[config.mk]
export PLATFORM = sky130hd
export DESIGN_NAME = lobm_ram
export DESIGN_NICKNAME = d
export VERILOG_FILES = /design/src/design/lobm_ram.sv
export SDC_FILE = /design/constraint.sdc
export NUM_CORES = 1
export LEC_CHECK = 0
export BUFFER_PORTS_ARGS = -buffer_cell sky130_fd_sc_hd__buf_4
export CORE_ASPECT_RATIO = 0.8
export CORE_MARGIN = 2
export CORE_UTILIZATION = 35
export CTS_CLUSTER_DIAMETER = 100
export DETAILED_ROUTE_END_ITERATION = 8
export GPL_ROUTABILITY_DRIVEN = 0
export HOLD_SLACK_MARGIN = 0.06
export PLACE_DENSITY = 0.49
export SLEW_MARGIN = 40
export SYNTH_ARGS = -nofsm -noshare
export SYNTH_HDL_FRONTEND = slang
export SYNTH_SLANG_ARGS = --single-unit
[constraint.sdc]
create_clock -name clk -period 4 [get_ports clk]
set_clock_uncertainty 0.2 [all_clocks]
set_input_delay 0.8 -clock clk [delete_from_list [all_inputs] [get_ports clk]]
set_output_delay 0.8 -clock clk [all_outputs]
set_load 0.05 [all_outputs]
[src/design/lobm_ram.sv]
// Generic single-port-write, single-port-read RAM with registered read.
module lobm_ram #(
    parameter int WIDTH = 8,
    parameter int DEPTH = 64
) (
    input  logic                     clk,
    input  logic                     wr_en,
    input  logic [$clog2(DEPTH)-1:0] wr_addr,
    input  logic [WIDTH-1:0]         wr_data,
    input  logic [$clog2(DEPTH)-1:0] rd_addr,
    output logic [WIDTH-1:0]         rd_data
);
    logic [WIDTH-1:0] mem [DEPTH];

    always_ff @(posedge clk)
    begin
        if (wr_en)
        begin
            mem[wr_addr] <= wr_data;
        end
        rd_data <= mem[rd_addr];
    end
endmodule

# Yosys cells after proc, flatten, opt, wreduce, memory -nomap -nowiden
# Memories as Yosys holds them, arrays and structs flattened. A register that Yosys moved wholly into a read port is not among the register bits.
# Index checks and enable logic that the tools add are counted.
classes:
  shift: 0
  eq_ne: 0
  n_mux: 2
  mul: 0
  n_bitwise: 0
  div_mod_pow: 0
  reduce_logical: 0
  n_addsub: 0
  magnitude_cmp: 0
op_table:
  columns: ["op", "n"]
  rows:
  - ["$mux W1", 2]
word_totals:
  latch_bits: 0
  mem_bits_ro: 0
  mem_bits_rw: 512
  memories: 1
  reg_bits: 0
  out_inout_bits: 8
  input_bits: 22
memory_table:
  columns: ["name", "depth", "width", "rd", "rd_ports_with_merged_regs", "write_ports", "line", "source"]
  rows:
  - ["mem", 64, 8, 1, 1, 1, "13", "logic [WIDTH-1:0] mem [DEPTH];"]

# Logic depth before layout (Yosys ltp)
logic_depth:
  word_depth: 2
  ltp_mapped: 9
  depth_no_buf: 5

# Worst setup path after synthesis
# OpenSTA, ideal clock, no wires.
synth_path:
  kind: "input to register"
  start: "in rd_addr[1]"
  end: "reg rd_data[3], read port of mem"
  arrival_ns: 2.340
  setup_slack_ns: 1.332
  cell_stages: 7
  required_time_ns: 3.672
  setup_time_ns: 0.128
  cell_sequence: "buf_4 -> buf_2 -> buf_2 -> mux4_2 -> mux4_2 -> o21ai_1 -> o41ai_1"
synth_rtl:
  columns: ["item", "line", "source"]
  rows:
  - ["start: declaration", "10", "input logic [$clog2(DEPTH)-1:0] rd_addr,"]
  - ["end: declaration", "11", "output logic [WIDTH-1:0] rd_data"]

==> impl_metrics.tcl <==
set metrics [dict create \
    drt-vias-per-instance 5.25 \
    synthMuxAreaShare_pct 15.9 \
    post_layout_minimum_cycle_time_ns 2.75 \
    fin_crit_sh_pct 68.7 \
    timing.final.max_slew_violations 0 \
    grt_pass1_vias 9774 \
    fp-row-count 78 \
    die-area_um2 59600 \
    io-pin-count 30 \
    antenna-diode-count 0 \
    timing.reg2reg.setup_slack_ns 1.75 \
    crit-reg2reg-capture "rd_data[2]" \
    initial_core_util_pct 35.5 \
    drt_first_iter_violations 919 \
    start_kind "input port" \
    area.growth.synth_to_final_pct 16.6 \
    avgRoutedWirePerCell_um 26.1 \
    fmax_ghz 0.364 \
    grt_start_max_net_pins 65 \
    arrival_ns 3.00 \
    num-nets-final 1071 \
    drc 0 \
    layout_common_cells "edfxtp_1, mux4_2, buf_4" \
    detailedPlacementHpwl_mm 29.6 \
    vdd_ir_drop_max_uv 326 \
    filler_cell_count 5029 \
    reg2reg_depth 5 \
    resize_count_post_cts 0 \
    drive_gt1_share_pct 31.0 \
    grt.overflow.total 0 \
    endpoint_type_of_the_worst_setup_path "flop" \
    crit_family "buffers and inverters" \
    ctsHoldBuffers 0 \
    critical_path.most_common_cell "buf_4" \
    hold_path_class "input port to flop" \
    synth_compound_area_share_pct 2.07 \
    synthTopCellsByArea "edfxtp_1, mux4_2, nor2_1" \
    synth_adder_area_share_pct 0 \
    terminating_pin_of_the_worst_hold_path "rd_data[2]" \
    cts_made_buffers 52 \
    synth_simple_gate_area_share_pct 3.39 \
    tritoncts_num_sinks 520 \
    worst_hold_path.num_cells 3 \
    timing.slew.headroom_pct 48.5 \
    power_leakage_nw 7.41 \
    mostFrequentLayoutCell "edfxtp_1" \
    yosys.area_share.xor_xnor_pct 0 \
    firstDrtPassIters 5 \
    route.vias.total 9710 \
    cts_tree "yes" \
    antenna_violating_nets_post_route 0 \
    io_buffer_count 29 \
    setup_viol_count_final 0 \
    syn_area_um2 20200 \
    worst_pin_slew_ns 0.770 \
    synth_cell_types 40 \
    synth_top_family_by_area "multiplexers" \
    library_cell_used_as_clock_root_buffer "clkbuf_16" \
    cpPeakStageDelay_ns 0.55 \
    worst_r2r_start "mem[12][2]" \
    fin_tns_setup_ns 0 \
    final_cell_count_no_fill 1851 \
    numPlacedInstances 1755 \
    pd_cells_nw_per_um2 506 \
    synthesis.instances 940 \
    postCtsSetupRepairBufs 0 \
    avgSynthCellArea_um2 21.5 \
    max_cap_viol_count 0 \
    grt_pass1_wl_mm 70.5 \
    cp_data_required_time_ns 4.25 \
    seq_area_frac_synth_pct 77.0 \
    hold_viol 0 \
    synth_top_area_share_pct 76.2 \
    timing.hold.worst.start "rd_addr[5]" \
    rsz0062_at_grt "false" \
    die_h_um 219 \
    slowest_stage "buf_4" \
    worstSetupPathType "input port to flop" \
    synth.ff_latch_count 520 \
    crit_fanout 33 \
    timing.critical_path.buf_inv 2 \
    clkLatencyLatePin_ns 0.61 \
    synthesis.nets 962 \
    run_status "complete, no violations" \
    cp_cell_sequence "buf_4 > buf_4 > mux4_2 > nor2b_1 > a2111oi_0 > o41ai_1" \
    synth_largest_area_cell "edfxtp_1" \
    buffer_levels_on_the_longest_clock_path 3 \
    gr-usage-all-layers_pct 16.6 \
    grt_antenna_before_repair 0 \
    postRouteWirelength_mm 48.4 \
    synth.yosys.warnings 0 \
    core_region_area_um2 56800 \
    cts.htree.levels 2 \
    cts.clk_slew.worst_paths_ns 0.07 \
    die_w_um 272 \
]
-- per-stage QoR --
| step | utilization (%) | setup slack, ns | total power [mW] | hold WS, ns | cell area [um2] |
|---|---|---|---|---|---|
| 3_3_place_gp | 38.1 | 0.621 | 6.80 | 0.619 | 21700 |
| 2_1_floorplan | - | 1.33 | 6.51 | 0.518 | 20200 |
| 6_report | 41.4 | 1.25 | 11.9 | 0.382 | 23500 |
| 5_1_grt | 41.4 | 1.03 | 12.3 | 0.382 | 23500 |
| 3_5_place_dp | 38.2 | 0.619 | 6.81 | 0.639 | 21700 |
| 4_1_cts | 41.4 | 1.27 | 12.0 | 0.345 | 23500 |
-- report_power, final --
part	internal, mW	switching, mW
clock	3.13	2.09
sequential	6.03	0.0229
combinational	0.227	0.397
-- worst reg2reg max path: stages, from the launching register on --
cell,delay [ns]
edfxtp_1,0.38
mux4_2,0.50
mux4_2,0.49
nor2_1,0.30
nor3_1,0.12
o2bb2ai_1,0.14
-- how the worst max path moves through the flow --
stage / start / to / slack (ns) / depth (start not counted)
2_1_floorplan: rd_addr[1] / rd_data[3] / 1.33 / 7
3_3_place_gp: rd_addr[1] / rd_data[3] / 0.62 / 6
3_5_place_dp: rd_addr[0] / rd_data[4] / 0.62 / 7
4_1_cts: rd_addr[0] / rd_data[4] / 1.27 / 7
5_1_grt: rd_addr[1] / rd_data[3] / 1.03 / 6
6_report: rd_addr[1] / rd_data[3] / 1.25 / 6
-- cells in the mapped netlist, drive strengths merged --
cell type,n
buf,34
edfxtp,512
nor3,7
clkbuf,17
o2111ai,3
nand3b,3
o221ai,8
o41ai,2
nand2,19
or3,1
o311ai,1
mux4,126
a211oi,4
nor2b,14
nand4b,1
dfxtp,8
a2111oi,2
nand4,2
a22oi,3
nand2b,7
o22ai,8
nor2,83
o32ai,2
mux2,13
a221oi,6
a21oi,3
nor4,2
mux2i,23
and2,1
o2bb2ai,3
a31oi,1
o221a,2
o21ai,4
o21a,2
nand3,13
-- cells by family after synthesis --
| kind of cell | after synthesis |
|---|---|
| flip-flops | 520 |
| AND/OR/NAND/NOR | 153 |
| multiplexers | 162 |
| buffers and inverters | 51 |
| AO/OA/AOI/OAI | 54 |
-- metal layers --
layer  vias to the layer above  part of all wire (%)  GRT usage [%]
met5                         -                     0              0
met4                         0                   1.7           4.19
met3                        66                   6.4           3.22
met2                       292                    42           23.0
met1                      5200                    50           26.5
li1                       4152                     -              -
-- cell type report --
cell class / count / area [um2] / area share, %
Clock inverter: 40 / 495 / 2.11
Tap cell: 760 / 951 / 4.04
Sequential cell: 520 / 15500 / 66.0
Timing Repair Buffer: 106 / 866 / 3.68
Multi-Input combinational cell: 369 / 4340 / 18.4
Clock buffer: 56 / 1340 / 5.69
-- registers in the layout, summed over array words and instances (netlist names) --
signal and flops:
mem 512, rd_data 8
(Power assumes the default switching activity.)
